$ cat config.mk
export PLATFORM = sky130hd
export DESIGN_NAME = tga_image_stream_decoder_flat
export DESIGN_NICKNAME = d
export VERILOG_FILES = /design/src/rtl/tga_pkg.sv /design/src/rtl/tga_ifs.sv /design/src/rtl/tga_front.sv /design/src/rtl/tga_back.sv /design/src/rtl/tga_image_stream_decoder.sv /design/src/flat_wrapper.sv
export VERILOG_INCLUDE_DIRS = /design/src /design/src/rtl
export SDC_FILE = /design/constraint.sdc
export NUM_CORES = 1
export LEC_CHECK = 0
export BUFFER_PORTS_ARGS = -buffer_cell sky130_fd_sc_hd__buf_4
export CAP_MARGIN = 0
export CORE_ASPECT_RATIO = 0.5
export CORE_MARGIN = 4
export CORE_UTILIZATION = 45
export DETAILED_ROUTE_END_ITERATION = 7
export PLACE_DENSITY_LB_ADDON = 0.08
export SYNTH_ARGS = -nofsm -noshare
export SYNTH_HDL_FRONTEND = slang
export SYNTH_SLANG_ARGS = --single-unit
$ cat constraint.sdc
create_clock -name clock -period 11.1 [get_ports clock]
set_clock_uncertainty 0.15 [all_clocks]
set_input_delay 0.555 -clock clock [delete_from_list [all_inputs] [get_ports clock]]
set_output_delay 0.555 -clock clock [all_outputs]
set_load 0.01 [all_outputs]
$ cat src/rtl/assert_macros.svh
// assertion macros shared by the rtl modules
// no dependencies; compiled out when SYNTHESIS is defined
`ifndef ASSERT_MACROS_SVH
`define ASSERT_MACROS_SVH
`ifndef SYNTHESIS
`define TGA_ASSERT(lbl, clk, rst, prop) \
   lbl: assert property (@(posedge clk) disable iff (rst) prop) else $error("assertion failed");
`define TGA_ASSERT_ALWAYS(lbl, clk, prop) \
   lbl: assert property (@(posedge clk) prop) else $error("assertion failed");
`else
`define TGA_ASSERT(lbl, clk, rst, prop)
`define TGA_ASSERT_ALWAYS(lbl, clk, prop)
`endif
`endif

$ cat src/rtl/tga_pkg.sv
// types and constants of the tga stream decoder
// no dependencies
package tga_pkg;

   localparam logic [1:0] KIND_PIXEL  = 2'd0;
   localparam logic [1:0] KIND_HEADER = 2'd1;
   localparam logic [1:0] KIND_ERROR  = 2'd2;

   localparam logic [1:0] ERR_TYPE  = 2'd0;
   localparam logic [1:0] ERR_DEPTH = 2'd1;
   localparam logic [1:0] ERR_TRUNC = 2'd2;

   localparam logic [1:0] FMT_I8     = 2'd0;
   localparam logic [1:0] FMT_RGB5A1 = 2'd1;
   localparam logic [1:0] FMT_RGB888 = 2'd2;
   localparam logic [1:0] FMT_RGBA   = 2'd3;

   localparam logic [7:0] TYPE_TRUE = 8'd2;
   localparam logic [7:0] TYPE_GREY = 8'd3;
   localparam logic [7:0] TYPE_RLE  = 8'd10;

   localparam logic [7:0] DEPTH_8  = 8'd8;
   localparam logic [7:0] DEPTH_16 = 8'd16;
   localparam logic [7:0] DEPTH_24 = 8'd24;
   localparam logic [7:0] DEPTH_32 = 8'd32;

   localparam logic [4:0] IDX_TYPE   = 5'd2;
   localparam logic [4:0] IDX_WID_LO = 5'd12;
   localparam logic [4:0] IDX_WID_HI = 5'd13;
   localparam logic [4:0] IDX_HGT_LO = 5'd14;
   localparam logic [4:0] IDX_HGT_HI = 5'd15;
   localparam logic [4:0] IDX_DEPTH  = 5'd16;
   localparam logic [4:0] IDX_LAST   = 5'd17;

   typedef struct packed {
      logic [1:0]  kind;
      logic [31:0] pixel;
      logic [7:0]  repeat_count;
      logic [1:0]  pixel_format;
      logic [14:0] image_width;
      logic [14:0] image_height;
      logic [1:0]  error_code;
      logic        last;
   } rsp_type;

endpackage

$ cat src/rtl/tga_ifs.sv
// request and response channel interfaces of the tga stream decoder
// no dependencies
interface tga_req_if;
   logic       valid;
   logic       ready;
   logic [7:0] data_byte;
   logic       end_of_file;
   modport source(output valid, output data_byte, output end_of_file, input ready);
   modport sink(input valid, input data_byte, input end_of_file, output ready);
endinterface

interface tga_rsp_if;
   logic        valid;
   logic        ready;
   logic [1:0]  kind;
   logic [31:0] pixel;
   logic [7:0]  repeat_count;
   logic [1:0]  pixel_format;
   logic [14:0] image_width;
   logic [14:0] image_height;
   logic [1:0]  error_code;
   logic        last;
   modport source(output valid, output kind, output pixel, output repeat_count,
                  output pixel_format, output image_width, output image_height,
                  output error_code, output last, input ready);
   modport sink(input valid, input kind, input pixel, input repeat_count,
                input pixel_format, input image_width, input image_height,
                input error_code, input last, output ready);
endinterface

$ cat src/rtl/tga_front.sv
// front end: accepts file bytes, parses the header and rle packets, builds results
// depends on tga_pkg, tga_ifs, assert_macros.svh
`include "assert_macros.svh"
module tga_front (
   input  logic             clock,
   input  logic             reset,
   tga_req_if.sink          req_chan,
   input  logic             q_ready,
   output logic             q_push,
   output tga_pkg::rsp_type q_data
);

   localparam logic [1:0] PH_HEADER = 2'd0;
   localparam logic [1:0] PH_PIXELS = 2'd1;
   localparam logic [1:0] PH_PACKET = 2'd2;
   localparam logic [1:0] PH_SKIP   = 2'd3;

   logic [1:0]  phase_ff, phase_in;
   logic [4:0]  hidx_ff, hidx_in;
   logic [7:0]  itype_ff, itype_in;
   logic [7:0]  bpp_ff, bpp_in;
   logic [14:0] wid_ff, wid_in;
   logic [14:0] hgt_ff, hgt_in;
   logic [29:0] total_ff, total_in;
   logic [29:0] pleft_ff, pleft_in;
   logic [6:0]  pkl_ff, pkl_in;
   logic        run_ff, run_in;
   logic [1:0]  bip_ff, bip_in;
   logic [31:0] acc_ff, acc_in;

   logic        accept;
   logic [7:0]  b;
   logic        eof;
   logic        type_ok, depth_ok;
   logic [1:0]  fmt;
   logic [4:0]  nbytes;
   logic [31:0] acc_new, pix;
   logic [7:0]  rep;
   logic [29:0] pleft_new;

   assign req_chan.ready = q_ready;
   assign accept = req_chan.valid & q_ready;
   assign b      = req_chan.data_byte;
   assign eof    = req_chan.end_of_file;

   always_comb begin
      type_ok = (itype_ff == tga_pkg::TYPE_TRUE) || (itype_ff == tga_pkg::TYPE_GREY)
             || (itype_ff == tga_pkg::TYPE_RLE);
      if (itype_ff == tga_pkg::TYPE_GREY) begin
         depth_ok = (bpp_ff == tga_pkg::DEPTH_8);
         fmt      = tga_pkg::FMT_I8;
      end else begin
         depth_ok = (bpp_ff == tga_pkg::DEPTH_16) || (bpp_ff == tga_pkg::DEPTH_24)
                 || (bpp_ff == tga_pkg::DEPTH_32);
         fmt = (bpp_ff == tga_pkg::DEPTH_16) ? tga_pkg::FMT_RGB5A1 :
               (bpp_ff == tga_pkg::DEPTH_24) ? tga_pkg::FMT_RGB888 : tga_pkg::FMT_RGBA;
      end
      nbytes  = bpp_ff[7:3];
      acc_new = acc_ff | ({24'b0, b} << {bip_ff, 3'b000});
      pix     = acc_new;
      if (nbytes >= 5'd3) begin
         pix = {acc_new[31:24], acc_new[7:0], acc_new[15:8], acc_new[23:16]};
      end
      rep = ((itype_ff == tga_pkg::TYPE_RLE) && run_ff) ? ({1'b0, pkl_ff} + 8'd1) : 8'd1;
      if ({22'b0, rep} > pleft_ff) begin
         rep = pleft_ff[7:0];
      end
      pleft_new = pleft_ff - {22'b0, rep};
   end

   always_comb begin
      phase_in = phase_ff;
      hidx_in  = hidx_ff;
      itype_in = itype_ff;
      bpp_in   = bpp_ff;
      wid_in   = wid_ff;
      hgt_in   = hgt_ff;
      total_in = total_ff;
      pleft_in = pleft_ff;
      pkl_in   = pkl_ff;
      run_in   = run_ff;
      bip_in   = bip_ff;
      acc_in   = acc_ff;
      q_push   = 1'b0;
      q_data   = '0;
      if (accept) begin
         case (phase_ff)
            PH_HEADER: begin
               case (hidx_ff)
                  tga_pkg::IDX_TYPE:   itype_in = b;
                  tga_pkg::IDX_WID_LO: wid_in[7:0] = b;
                  tga_pkg::IDX_WID_HI: wid_in[14:8] = b[6:0];
                  tga_pkg::IDX_HGT_LO: hgt_in[7:0] = b;
                  tga_pkg::IDX_HGT_HI: hgt_in[14:8] = b[6:0];
                  tga_pkg::IDX_DEPTH: begin
                     bpp_in   = b;
                     total_in = 30'(wid_ff) * 30'(hgt_ff);
                  end
                  default: ;
               endcase
               if (hidx_ff >= tga_pkg::IDX_LAST) begin
                  q_push = 1'b1;
                  q_data.last = 1'b1;
                  if (!type_ok) begin
                     q_data.kind       = tga_pkg::KIND_ERROR;
                     q_data.error_code = tga_pkg::ERR_TYPE;
                     phase_in = PH_SKIP;
                  end else if (!depth_ok) begin
                     q_data.kind       = tga_pkg::KIND_ERROR;
                     q_data.error_code = tga_pkg::ERR_DEPTH;
                     phase_in = PH_SKIP;
                  end else if (total_ff == '0) begin
                     q_data.kind         = tga_pkg::KIND_HEADER;
                     q_data.pixel_format = fmt;
                     q_data.image_width  = wid_ff;
                     q_data.image_height = hgt_ff;
                     phase_in = PH_SKIP;
                  end else if (eof) begin
                     q_data.kind       = tga_pkg::KIND_ERROR;
                     q_data.error_code = tga_pkg::ERR_TRUNC;
                  end else begin
                     q_data.kind         = tga_pkg::KIND_HEADER;
                     q_data.pixel_format = fmt;
                     q_data.image_width  = wid_ff;
                     q_data.image_height = hgt_ff;
                     q_data.last         = 1'b0;
                     pleft_in = total_ff;
                     bip_in   = '0;
                     acc_in   = '0;
                     run_in   = 1'b0;
                     pkl_in   = '0;
                     phase_in = (itype_ff == tga_pkg::TYPE_RLE) ? PH_PACKET : PH_PIXELS;
                  end
               end else begin
                  hidx_in = hidx_ff + 5'd1;
                  if (eof) begin
                     q_push            = 1'b1;
                     q_data.kind       = tga_pkg::KIND_ERROR;
                     q_data.error_code = tga_pkg::ERR_TRUNC;
                     q_data.last       = 1'b1;
                  end
               end
            end
            PH_PACKET: begin
               run_in   = b[7];
               pkl_in   = b[6:0];
               bip_in   = '0;
               acc_in   = '0;
               phase_in = PH_PIXELS;
               if (eof) begin
                  q_push            = 1'b1;
                  q_data.kind       = tga_pkg::KIND_ERROR;
                  q_data.error_code = tga_pkg::ERR_TRUNC;
                  q_data.last       = 1'b1;
               end
            end
            PH_PIXELS: begin
               if ({3'b0, bip_ff} + 5'd1 >= nbytes) begin
                  q_push   = 1'b1;
                  pleft_in = pleft_new;
                  bip_in   = '0;
                  acc_in   = '0;
                  if (pleft_new == '0) begin
                     q_data.kind         = tga_pkg::KIND_PIXEL;
                     q_data.pixel        = pix;
                     q_data.repeat_count = rep;
                     q_data.last         = 1'b1;
                     phase_in = PH_SKIP;
                  end else if (eof) begin
                     q_data.kind       = tga_pkg::KIND_ERROR;
                     q_data.error_code = tga_pkg::ERR_TRUNC;
                     q_data.last       = 1'b1;
                  end else begin
                     q_data.kind         = tga_pkg::KIND_PIXEL;
                     q_data.pixel        = pix;
                     q_data.repeat_count = rep;
                     if (itype_ff == tga_pkg::TYPE_RLE) begin
                        if (run_ff || (pkl_ff == '0)) begin
                           phase_in = PH_PACKET;
                        end else begin
                           pkl_in = pkl_ff - 7'd1;
                        end
                     end
                  end
               end else begin
                  bip_in = bip_ff + 2'd1;
                  acc_in = acc_new;
                  if (eof) begin
                     q_push            = 1'b1;
                     q_data.kind       = tga_pkg::KIND_ERROR;
                     q_data.error_code = tga_pkg::ERR_TRUNC;
                     q_data.last       = 1'b1;
                  end
               end
            end
            default: ;
         endcase
         if (eof) begin
            phase_in = PH_HEADER;
            hidx_in  = '0;
            itype_in = '0;
            bpp_in   = '0;
            wid_in   = '0;
            hgt_in   = '0;
            total_in = '0;
            pleft_in = '0;
            pkl_in   = '0;
            run_in   = 1'b0;
            bip_in   = '0;
            acc_in   = '0;
         end
      end
   end

   always_ff @(posedge clock) begin
      if (reset) begin
         phase_ff <= PH_HEADER;
         hidx_ff  <= '0;
         itype_ff <= '0;
         bpp_ff   <= '0;
         wid_ff   <= '0;
         hgt_ff   <= '0;
         total_ff <= '0;
         pleft_ff <= '0;
         pkl_ff   <= '0;
         run_ff   <= 1'b0;
         bip_ff   <= '0;
         acc_ff   <= '0;
      end else begin
         phase_ff <= phase_in;
         hidx_ff  <= hidx_in;
         itype_ff <= itype_in;
         bpp_ff   <= bpp_in;
         wid_ff   <= wid_in;
         hgt_ff   <= hgt_in;
         total_ff <= total_in;
         pleft_ff <= pleft_in;
         pkl_ff   <= pkl_in;
         run_ff   <= run_in;
         bip_ff   <= bip_in;
         acc_ff   <= acc_in;
      end
   end

   `TGA_ASSERT(a_err_is_last, clock, reset, (q_push && (q_data.kind == tga_pkg::KIND_ERROR)) |-> q_data.last)
   `TGA_ASSERT(a_eof_rewinds, clock, reset, (accept && eof) |=> ((phase_ff == PH_HEADER) && (hidx_ff == '0)))
   `TGA_ASSERT(a_push_when_room, clock, reset, q_push |-> q_ready)

endmodule

$ cat src/rtl/tga_back.sv
// back end: two-entry queue of results and the response output register
// depends on tga_pkg, tga_ifs, assert_macros.svh
`include "assert_macros.svh"
module tga_back (
   input  logic             clock,
   input  logic             reset,
   input  logic             q_push,
   input  tga_pkg::rsp_type q_data,
   output logic             q_ready,
   tga_rsp_if.source        rsp_chan
);

   tga_pkg::rsp_type slot_ff [2];
   tga_pkg::rsp_type out_ff;
   logic             wr_ptr_ff, wr_ptr_in;
   logic             rd_ptr_ff, rd_ptr_in;
   logic [1:0]       count_ff, count_in;
   logic             out_valid_ff, out_valid_in;
   logic             load;

   assign q_ready = (count_ff != 2'd2);
   assign load    = (count_ff != 2'd0) && (!out_valid_ff || rsp_chan.ready);

   always_comb begin
      wr_ptr_in    = wr_ptr_ff ^ q_push;
      rd_ptr_in    = rd_ptr_ff ^ load;
      count_in     = count_ff + {1'b0, q_push} - {1'b0, load};
      out_valid_in = load ? 1'b1 : (out_valid_ff && !rsp_chan.ready);
   end

   always_ff @(posedge clock) begin
      if (reset) begin
         wr_ptr_ff    <= 1'b0;
         rd_ptr_ff    <= 1'b0;
         count_ff     <= '0;
         out_valid_ff <= 1'b0;
      end else begin
         wr_ptr_ff    <= wr_ptr_in;
         rd_ptr_ff    <= rd_ptr_in;
         count_ff     <= count_in;
         out_valid_ff <= out_valid_in;
      end
   end

   always_ff @(posedge clock) begin
      if (q_push) begin
         slot_ff[wr_ptr_ff] <= q_data;
      end
      if (load) begin
         out_ff <= slot_ff[rd_ptr_ff];
      end
   end

   assign rsp_chan.valid        = out_valid_ff;
   assign rsp_chan.kind         = out_ff.kind;
   assign rsp_chan.pixel        = out_ff.pixel;
   assign rsp_chan.repeat_count = out_ff.repeat_count;
   assign rsp_chan.pixel_format = out_ff.pixel_format;
   assign rsp_chan.image_width  = out_ff.image_width;
   assign rsp_chan.image_height = out_ff.image_height;
   assign rsp_chan.error_code   = out_ff.error_code;
   assign rsp_chan.last         = out_ff.last;

   `TGA_ASSERT(a_count_bound, clock, reset, count_ff != 2'd3)
   `TGA_ASSERT(a_no_overflow, clock, reset, q_push |-> (count_ff != 2'd2))
   `TGA_ASSERT(a_ptr_gap, clock, reset, (count_ff == 2'd1) |-> (wr_ptr_ff != rd_ptr_ff))

endmodule

$ cat src/rtl/tga_image_stream_decoder.sv
// top level of the tga stream decoder
// depends on tga_pkg, tga_ifs, tga_front, tga_back
//
// req_chan carries one byte of a tga file per request, with end_of_file set
// on the final byte. rsp_chan returns results: one header result after byte
// 17 of the header, then one pixel result per decoded pixel or rle run, or an
// error result that ends the image. last marks the final result.
// a byte is taken every cycle while the two-entry result queue has room; the
// front end parses one byte per cycle while the queue has room; a result is
// written into a queue slot and then loaded into the output register, where
// rsp_chan.valid rises and the result waits for the receiver.
// sustained rate is one byte per cycle while the result queue has room;
// the image size product is computed at the depth byte and registered.
// reset returns the parser to the start of a header and empties the queue.
// when rsp_chan stalls, the output register holds its result and the queue
// absorbs up to two more; req_chan.ready then drops until a slot frees.
// end_of_file always rewinds the parser for the next file.
module tga_image_stream_decoder (
   input  logic      clock,
   input  logic      reset,
   tga_req_if.sink   req_chan,
   tga_rsp_if.source rsp_chan
);

   logic             q_push;
   logic             q_ready;
   tga_pkg::rsp_type q_data;

   tga_front u_front (
      .clock    (clock),
      .reset    (reset),
      .req_chan (req_chan),
      .q_ready  (q_ready),
      .q_push   (q_push),
      .q_data   (q_data)
   );

   tga_back u_back (
      .clock    (clock),
      .reset    (reset),
      .q_push   (q_push),
      .q_data   (q_data),
      .q_ready  (q_ready),
      .rsp_chan (rsp_chan)
   );

endmodule
$ cat src/flat_wrapper.sv
// flat-port wrapper written by rule: the top's interface ports become plain ports
module tga_image_stream_decoder_flat 
  (clock, reset, req_chan_valid, req_chan_data_byte, req_chan_end_of_file, req_chan_ready, rsp_chan_valid, rsp_chan_kind, rsp_chan_pixel, rsp_chan_repeat_count, rsp_chan_pixel_format, rsp_chan_image_width, rsp_chan_image_height, rsp_chan_error_code, rsp_chan_last, rsp_chan_ready);
  tga_req_if req_chan_i ();
  tga_rsp_if rsp_chan_i ();
  input  logic clock;
  input  logic reset;
  input wire logic [$bits(req_chan_i.valid)-1:0] req_chan_valid;
  input wire logic [$bits(req_chan_i.data_byte)-1:0] req_chan_data_byte;
  input wire logic [$bits(req_chan_i.end_of_file)-1:0] req_chan_end_of_file;
  output wire logic [$bits(req_chan_i.ready)-1:0] req_chan_ready;
  output wire logic [$bits(rsp_chan_i.valid)-1:0] rsp_chan_valid;
  output wire logic [$bits(rsp_chan_i.kind)-1:0] rsp_chan_kind;
  output wire logic [$bits(rsp_chan_i.pixel)-1:0] rsp_chan_pixel;
  output wire logic [$bits(rsp_chan_i.repeat_count)-1:0] rsp_chan_repeat_count;
  output wire logic [$bits(rsp_chan_i.pixel_format)-1:0] rsp_chan_pixel_format;
  output wire logic [$bits(rsp_chan_i.image_width)-1:0] rsp_chan_image_width;
  output wire logic [$bits(rsp_chan_i.image_height)-1:0] rsp_chan_image_height;
  output wire logic [$bits(rsp_chan_i.error_code)-1:0] rsp_chan_error_code;
  output wire logic [$bits(rsp_chan_i.last)-1:0] rsp_chan_last;
  input wire logic [$bits(rsp_chan_i.ready)-1:0] rsp_chan_ready;
  assign req_chan_i.valid = req_chan_valid;
  assign req_chan_i.data_byte = req_chan_data_byte;
  assign req_chan_i.end_of_file = req_chan_end_of_file;
  assign req_chan_ready = req_chan_i.ready;
  assign rsp_chan_valid = rsp_chan_i.valid;
  assign rsp_chan_kind = rsp_chan_i.kind;
  assign rsp_chan_pixel = rsp_chan_i.pixel;
  assign rsp_chan_repeat_count = rsp_chan_i.repeat_count;
  assign rsp_chan_pixel_format = rsp_chan_i.pixel_format;
  assign rsp_chan_image_width = rsp_chan_i.image_width;
  assign rsp_chan_image_height = rsp_chan_i.image_height;
  assign rsp_chan_error_code = rsp_chan_i.error_code;
  assign rsp_chan_last = rsp_chan_i.last;
  assign rsp_chan_i.ready = rsp_chan_ready;
  tga_image_stream_decoder u_core (.clock(clock), .reset(reset), .req_chan(req_chan_i), .rsp_chan(rsp_chan_i));
endmodule
# Word level (Yosys, flattened, before mapping)
# Memory sizes are Yosys's and may differ from the RTL's. A register that Yosys moved wholly into a read port is not among the register bits.
# Cells that the tools add are included.
dict set report word_totals {
  word_cells 215
  rom_bits 0
  ff_bits 160
  ram_bits 154
  latch_bits 0
  n_memories 1
}
# memory depth word_bits rd rd_ports_with_merged_regs wr line_no
set memory_table {}
lappend memory_table {u_core.u_back.slot_ff 2 77 1 1 1 tga_back.sv:13} ;# tga_pkg::rsp_type slot_ff [2];
dict set report classes {
  magnitude_cmp 4
  n_div 0
  mux 113
  bitwise_logic 4
  n_reduce_logical 38
  multipliers 1
  eq_ne 27
  add_sub_neg 8
  shift 1
}
# cell count
set op_table {}
lappend op_table {{2-to-1 mux 32 bit} 12}
lappend op_table {{2-to-1 mux 30 bit} 9}
lappend op_table {{2-to-1 mux 40 bit} 3}
lappend op_table {{one-hot mux 32 bit (3 select lines)} 1}
lappend op_table {{2-to-1 mux 8 bit} 10}
lappend op_table {{2-to-1 mux 7 bit} 11}
lappend op_table {{2-to-1 mux 77 bit} 1}
lappend op_table {{zero test 30 bit} 2}
lappend op_table {{2-to-1 mux 15 bit} 4}
lappend op_table {{one-hot mux 30 bit (2 select lines)} 1}
lappend op_table {{2-to-1 mux 2 bit} 28}
lappend op_table {{2-to-1 mux 42 bit} 1}
lappend op_table {{bitwise OR 32 bit} 1}
lappend op_table {{<< shifter 8 x 5 -> 32 bit} 1}
lappend op_table {{greater-than comparator 8 x 30 -> 1 bit} 1}
lappend op_table {{multiplier 15 x 15 -> 30 bit} 1}
lappend op_table {{subtractor 30 x 8 -> 30 bit} 1}
lappend op_table {{2-to-1 mux 24 bit} 1}
lappend op_table {{!= test 3 bit, second input constant} 8}
lappend op_table {{one-hot mux 7 bit (3 select lines)} 1}
lappend op_table {{AND reduction 3 bit} 7}
lappend op_table {{equality test 5 x 4 -> 1 bit, second input constant} 4}
lappend op_table {{one-hot mux 2 bit (3 select lines)} 3}
lappend op_table {{AND reduction 6 bit} 3}
lappend op_table {{other kinds (38)} 81}

# Depth between registers and ports, before layout
dict set report depth {
  word_depth 11
  depth_mapped 30
  depth_no_buf 28
}

# Modules after synthesis
# A second synthesis with hierarchy kept.
dict set report unflattened {
  cells_unflattened 2310
  hier_area_um2 24287.0
}
# mod seq_area_each_um2 instances area_per_inst_um2 cells_each
set by_module_without_submodules {}
lappend by_module_without_submodules {tga_front 3103.0 1 16126.7 1967}
lappend by_module_without_submodules {tga_back 7036.7 1 8160.3 343}

# Least setup slack after synthesis
# No wires, ideal clock.
dict set report synth_path {
  path_type {reg2reg}
  startpoint {reg u_core.u_front.itype_ff[7]}
  endpoint {mem u_core.u_back.slot_ff[0][43] in the netlist's numbering, data pin}
  arrival_time_ns 7.489
  setup_ns 0.168
  path_slack_ns 3.294
  n_path_buf 1
  stages_incl_launch_ff 29
  cell_sequence {dfxtp_1 -> or4b_2 -> or3_1 -> nor3b_1 -> nand2_1 -> nor2_1 -> ha_1 -> nor2b_1 -> o21a_1 -> o21a_1 -> o21a_1 -> o21a_1 -> o21ai_0 -> a211oi_1 -> nor2_1 -> a21oi_1 -> ha_1 -> inv_1 -> fa_1 -> a211oi_2 -> nor3_1 -> or3_1 -> o31a_1 -> or4_1 -> nor4_2 -> nand3_1 -> a2111o_1 -> buf_4 -> a211oi_2}
}
# item line_no
set synth_rtl {}
lappend synth_rtl {{start: declaration} tga_front.sv:20} ;# logic [7:0] itype_ff, itype_in;
lappend synth_rtl {{start signal: assignment} tga_front.sv:232} ;# itype_ff <= itype_in;
lappend synth_rtl {{end: declaration} tga_back.sv:13}

==> reports/results.ini <==
[outcome]
outcome = completed

[synthesis]
syn-mean-instance-area_sq_um = 10.53
synth.distinct_cells = 68
yosys_warnings = 0
ys_async_sr_fraction_pct = 0
seq_area_frac_synth_pct = 42.32
syn_area_sq_um = 23960
synth_ff_type = sky130_fd_sc_hd__edfxtp_1
number_of_flops_mapped_to_enable_cells_by_yosys = 231
mappedNetlistNets = 2586
netlist_instances = 2275
synth.ff_latch_count = 391

[floorplan]
core.rowCount = 59
die_area_sq_um = 57220
die_width_um = 334.3
core_sq_um = 52340
initial_core_util_pct = 45.78
io_pins = 92
fp.dieH_um = 171.2

[power]
totalPowerFinal_mw = 3.973
cellLeakagePower_nw = 10.46
power_per_cell_area_nw_per_um2 = 149.7
worst_ir_drop_vdd_v = 0.0001033

[routing]
wirelength_um = 57980
detail_route.iter0.violations = 1165
met2WireLength_um = 25930
wl_met3_um = 2789
dr.max_layer_used = met4
route.detailed.wl_per_inst_um = 19.14
drt-pass1-iter-count = 5
route.antenna.remaining_nets = 0
drc_errors = 0
post_drt_via_cell_ratio = 5.436
route.vias.total = 16470
detail_route.wirelength.met1_um = 28500

[hold_path]
hold_path.class = input pin to register
min-delay-start = rsp_chan_ready
worstHoldEndpoint = u_core.u_back.rsp_chan.valid
hold_depth = 3

[setup_path]
cp-end-kind = register
critical_path.max_fanout = 40
crit_path_start_kind = register
regToRegStartpoint = u_core.u_front.itype_ff[7]
crit_start = u_core.u_front.itype_ff[7]
timing.setup.critical_path_class = register to register
crit-reg2reg-capture = u_core.u_back.slot_ff[1][47]
reg2regPathDepth = 26
cp.required_ns = 11.32
worstPathArrival_ns = 8.96
ff2ff_setup_slack_ns = 2.36

[global_routing]
grt_first_pass_wirelength_um = 93790
track_usage_pct = 20.72
globalRouteOverflowTotal = 0
pin_count_of_the_biggest_net_entering_global_routing = 71
grt_pass1_vias = 16580
number_of_antenna_violations_at_the_first_check_in_global_routing = 1

[timing]
finalHoldViolCount = 0
max_slew.worst_pin.slew_ns = 1.064
final_min_period_over_clock_period_pct = 78.74
final.setup.worst_slack_ns = 2.360
layout_min_cycle_time_ns = 8.740
finalSetupTns_ns = 0
setup_viol = 0
final-max-slew-violation-count = 0
max-slew-margin-rel_pct = 28.53
rsz_0062_raised_after_global_routing = no
max_freq_mhz = 114.4
fin_hold_ws_ns = 0.1776

[clock_network]
holdBufCountCts = 0
cts_tree = done
htreeDepth = 2
cts.path.max_buffers = 3
worst_skew_pair.late_latency_ns = 0.56
clock-sinks = 391
cts.repair_timing.setup_buffer_count = 0
cts_made_buffers = 38
postCtsResizedCells = 0
clock-root-buffer = sky130_fd_sc_hd__clkbuf_16
clkTransAtPathRegs_ns = 0.06

[placement]
post-place-ws_ns = 2.263
weighted_congestion_at_the_end_of_routability_driven_global_placement = 0.8610
io_buffer_count = 91
place.detailed.hpwl_um = 40590

[job]
maxCapViolCount = 0

[final_layout]
finalCoreUtilization_pct = 50.70
area_delta_synth_final_pct = 10.75
finish.net_count = 2607
post_route_cells_drive_above_1_share_pct = 12.26

[metal layers]
| layer | vias up | GRT usage (%) |
|---|---|---|
| li1 | 7840 | - |
| met1 | 8235 | 29.97 |
| met2 | 324 | 33.56 |
| met3 | 66 | 3.407 |
| met4 | 0 | 3.505 |
| met5 | - | 0 |
[synthesized netlist by cell type, types with 8 or more instances]
library cell               number  area [sq um]
sky130_fd_sc_hd__nand2b_1      19         118.9
sky130_fd_sc_hd__xor2_1        27         236.5
sky130_fd_sc_hd__xnor2_1       25         219.0
sky130_fd_sc_hd__nand2_1      193         724.4
sky130_fd_sc_hd__dfxtp_1      160          3203
sky130_fd_sc_hd__mux2_2        77         867.1
sky130_fd_sc_hd__buf_1         10         37.54
sky130_fd_sc_hd__and2_1       124         775.7
sky130_fd_sc_hd__and3_1         8         50.05
sky130_fd_sc_hd__a21oi_1      142         710.7
sky130_fd_sc_hd__nor2_1       224         840.8
sky130_fd_sc_hd__o21a_1        12         90.09
sky130_fd_sc_hd__nand3_1       18         90.09
sky130_fd_sc_hd__clkbuf_1     114         427.9
sky130_fd_sc_hd__a22oi_1       76         570.6
sky130_fd_sc_hd__nor3_1        29         145.1
sky130_fd_sc_hd__o21ai_0       54         270.3
sky130_fd_sc_hd__nor4_1        24         150.1
sky130_fd_sc_hd__ha_1         130          1627
sky130_fd_sc_hd__edfxtp_1     231          6937
sky130_fd_sc_hd__a211oi_2      17         212.7
sky130_fd_sc_hd__or3_1         14         87.58
sky130_fd_sc_hd__a31oi_1       10         62.56
sky130_fd_sc_hd__fa_1         168          3363
sky130_fd_sc_hd__nor2b_1       35         219.0
sky130_fd_sc_hd__mux2i_1       18         180.2
sky130_fd_sc_hd__a21o_1        16         120.1
sky130_fd_sc_hd__inv_1        194         728.2
[critical path: stages, from the launching register on]
cell and delay, ns:
sky130_fd_sc_hd__dfxtp_1 0.30, sky130_fd_sc_hd__or4b_2 0.71, sky130_fd_sc_hd__or3_1 0.36, sky130_fd_sc_hd__nor3b_1 0.57, sky130_fd_sc_hd__nand2_1 0.34, sky130_fd_sc_hd__nor2_1 0.22, sky130_fd_sc_hd__ha_1 0.16, sky130_fd_sc_hd__nor2b_1 0.13
sky130_fd_sc_hd__o21a_1 0.11, sky130_fd_sc_hd__o21a_1 0.10, sky130_fd_sc_hd__o21a_1 0.10, sky130_fd_sc_hd__o21a_1 0.10, sky130_fd_sc_hd__o21ai_0 0.06, sky130_fd_sc_hd__a211oi_1 0.68, sky130_fd_sc_hd__buf_4 0.29, sky130_fd_sc_hd__mux2i_1 0.32
sky130_fd_sc_hd__ha_1 0.34, sky130_fd_sc_hd__a211oi_2 0.32, sky130_fd_sc_hd__nor3_1 0.14, sky130_fd_sc_hd__or3_1 0.54, sky130_fd_sc_hd__o31a_1 0.37, sky130_fd_sc_hd__or4_1 0.53, sky130_fd_sc_hd__nor4_2 0.33, sky130_fd_sc_hd__nand3_1 0.25
sky130_fd_sc_hd__a2111o_1 0.46, sky130_fd_sc_hd__buf_4 0.28, sky130_fd_sc_hd__a211oi_2 0.25
[logic make-up after synthesis]
kind of cell / Yosys count / synth area share (%)
multiplexers: 95 / 4.371
adder cells (fa/ha/maj): 298 / 20.83
AO/OA/AOI/OAI: 385 / 10.55
flip-flops: 391 / 42.32
AND/OR/NAND/NOR: 730 / 14.90
XOR/XNOR: 52 / 1.901
buffers and inverters: 324 / 5.128
[worst max-delay path by stage]
stage / endpoint / slack, ns / depth (start not counted)
detailed placement: u_core.u_back.slot_ff[1][65] / 2.26 / 26
global placement: u_core.u_back.slot_ff[0][65] / 2.28 / 26
global route: u_core.u_back.slot_ff[1][49] / 1.68 / 28
CTS: u_core.u_back.slot_ff[0][65] / 2.21 / 26
floorplan: u_core.u_back.slot_ff[0][43] / 3.29 / 28
finish: u_core.u_back.slot_ff[1][47] / 2.36 / 26
[through the flow]
stage,instance area [sq um],cells
2_1_floorplan,23960,2275
3_3_place_gp,25230,2957
3_5_place_dp,25230,2957
4_1_cts,26530,3026
5_1_grt,26530,3026
6_report,26540,3029
[layout make-up]
type                       instances  area, sq um
antenna                            3        7.507
clock buffer                      55         1120
clock inverter                    14        177.7
fill                            4775        25800
inverter                         194        728.2
multi-input combinational       1560        12650
sequential                       391        10140
tap                              701        877.1
timing repair buffer             111        833.3
[state kept, by name, indices dropped and copies added (netlist names), 5 cells and up]
| name | flops |
|---|---|
| u_core.u_back.rsp_chan.image_height | 15 |
| u_core.u_back.rsp_chan.image_width | 15 |
| u_core.u_back.rsp_chan.pixel | 32 |
| u_core.u_back.rsp_chan.repeat_count | 8 |
| u_core.u_back.slot_ff | 154 |
| u_core.u_front.acc_ff | 32 |
| u_core.u_front.bpp_ff | 8 |
| u_core.u_front.hgt_ff | 15 |
| u_core.u_front.hidx_ff | 5 |
| u_core.u_front.itype_ff | 8 |
| u_core.u_front.pkl_ff | 7 |
| u_core.u_front.pleft_ff | 30 |
| u_core.u_front.total_ff | 30 |
| u_core.u_front.wid_ff | 15 |
[where the power goes]
group | internal, mW | switching (mW)
clock | 0.782 | 0.580
sequential | 1.77 | 0.0707
combinational | 0.331 | 0.444
total | 2.88 | 1.09
[placed cells by master, fill, tap and decap left out, types with 4 or more instances in the layout]
cell                        instances
sky130_fd_sc_hd__a211oi_1           4
sky130_fd_sc_hd__a211oi_2          18
sky130_fd_sc_hd__a21o_1            16
sky130_fd_sc_hd__a21oi_1          142
sky130_fd_sc_hd__a22oi_1           76
sky130_fd_sc_hd__a31oi_1           10
sky130_fd_sc_hd__and2_1           124
sky130_fd_sc_hd__and3_1             8
sky130_fd_sc_hd__and4_1             4
sky130_fd_sc_hd__buf_4            111
sky130_fd_sc_hd__clkbuf_1          11
sky130_fd_sc_hd__clkbuf_16         42
sky130_fd_sc_hd__dfxtp_1          159
sky130_fd_sc_hd__edfxtp_1         231
sky130_fd_sc_hd__fa_1             168
sky130_fd_sc_hd__ha_1             128
sky130_fd_sc_hd__inv_1            194
sky130_fd_sc_hd__mux2_2            77
sky130_fd_sc_hd__mux2i_1           18
sky130_fd_sc_hd__nand2_1          193
sky130_fd_sc_hd__nand2b_1          19
sky130_fd_sc_hd__nand3_1           18
sky130_fd_sc_hd__nand3b_1           7
sky130_fd_sc_hd__nand4_1            7
sky130_fd_sc_hd__nor2_1           223
sky130_fd_sc_hd__nor2b_1           35
sky130_fd_sc_hd__nor3_1            28
sky130_fd_sc_hd__nor4_1            23
sky130_fd_sc_hd__o21a_1            11
sky130_fd_sc_hd__o21ai_0           54
sky130_fd_sc_hd__o21bai_1           7
sky130_fd_sc_hd__or2_2              4
sky130_fd_sc_hd__or3_1             14
sky130_fd_sc_hd__or4_1              6
sky130_fd_sc_hd__xnor2_1           25
sky130_fd_sc_hd__xor2_1            27
Note: power is estimated with default switching activity, not from simulation.
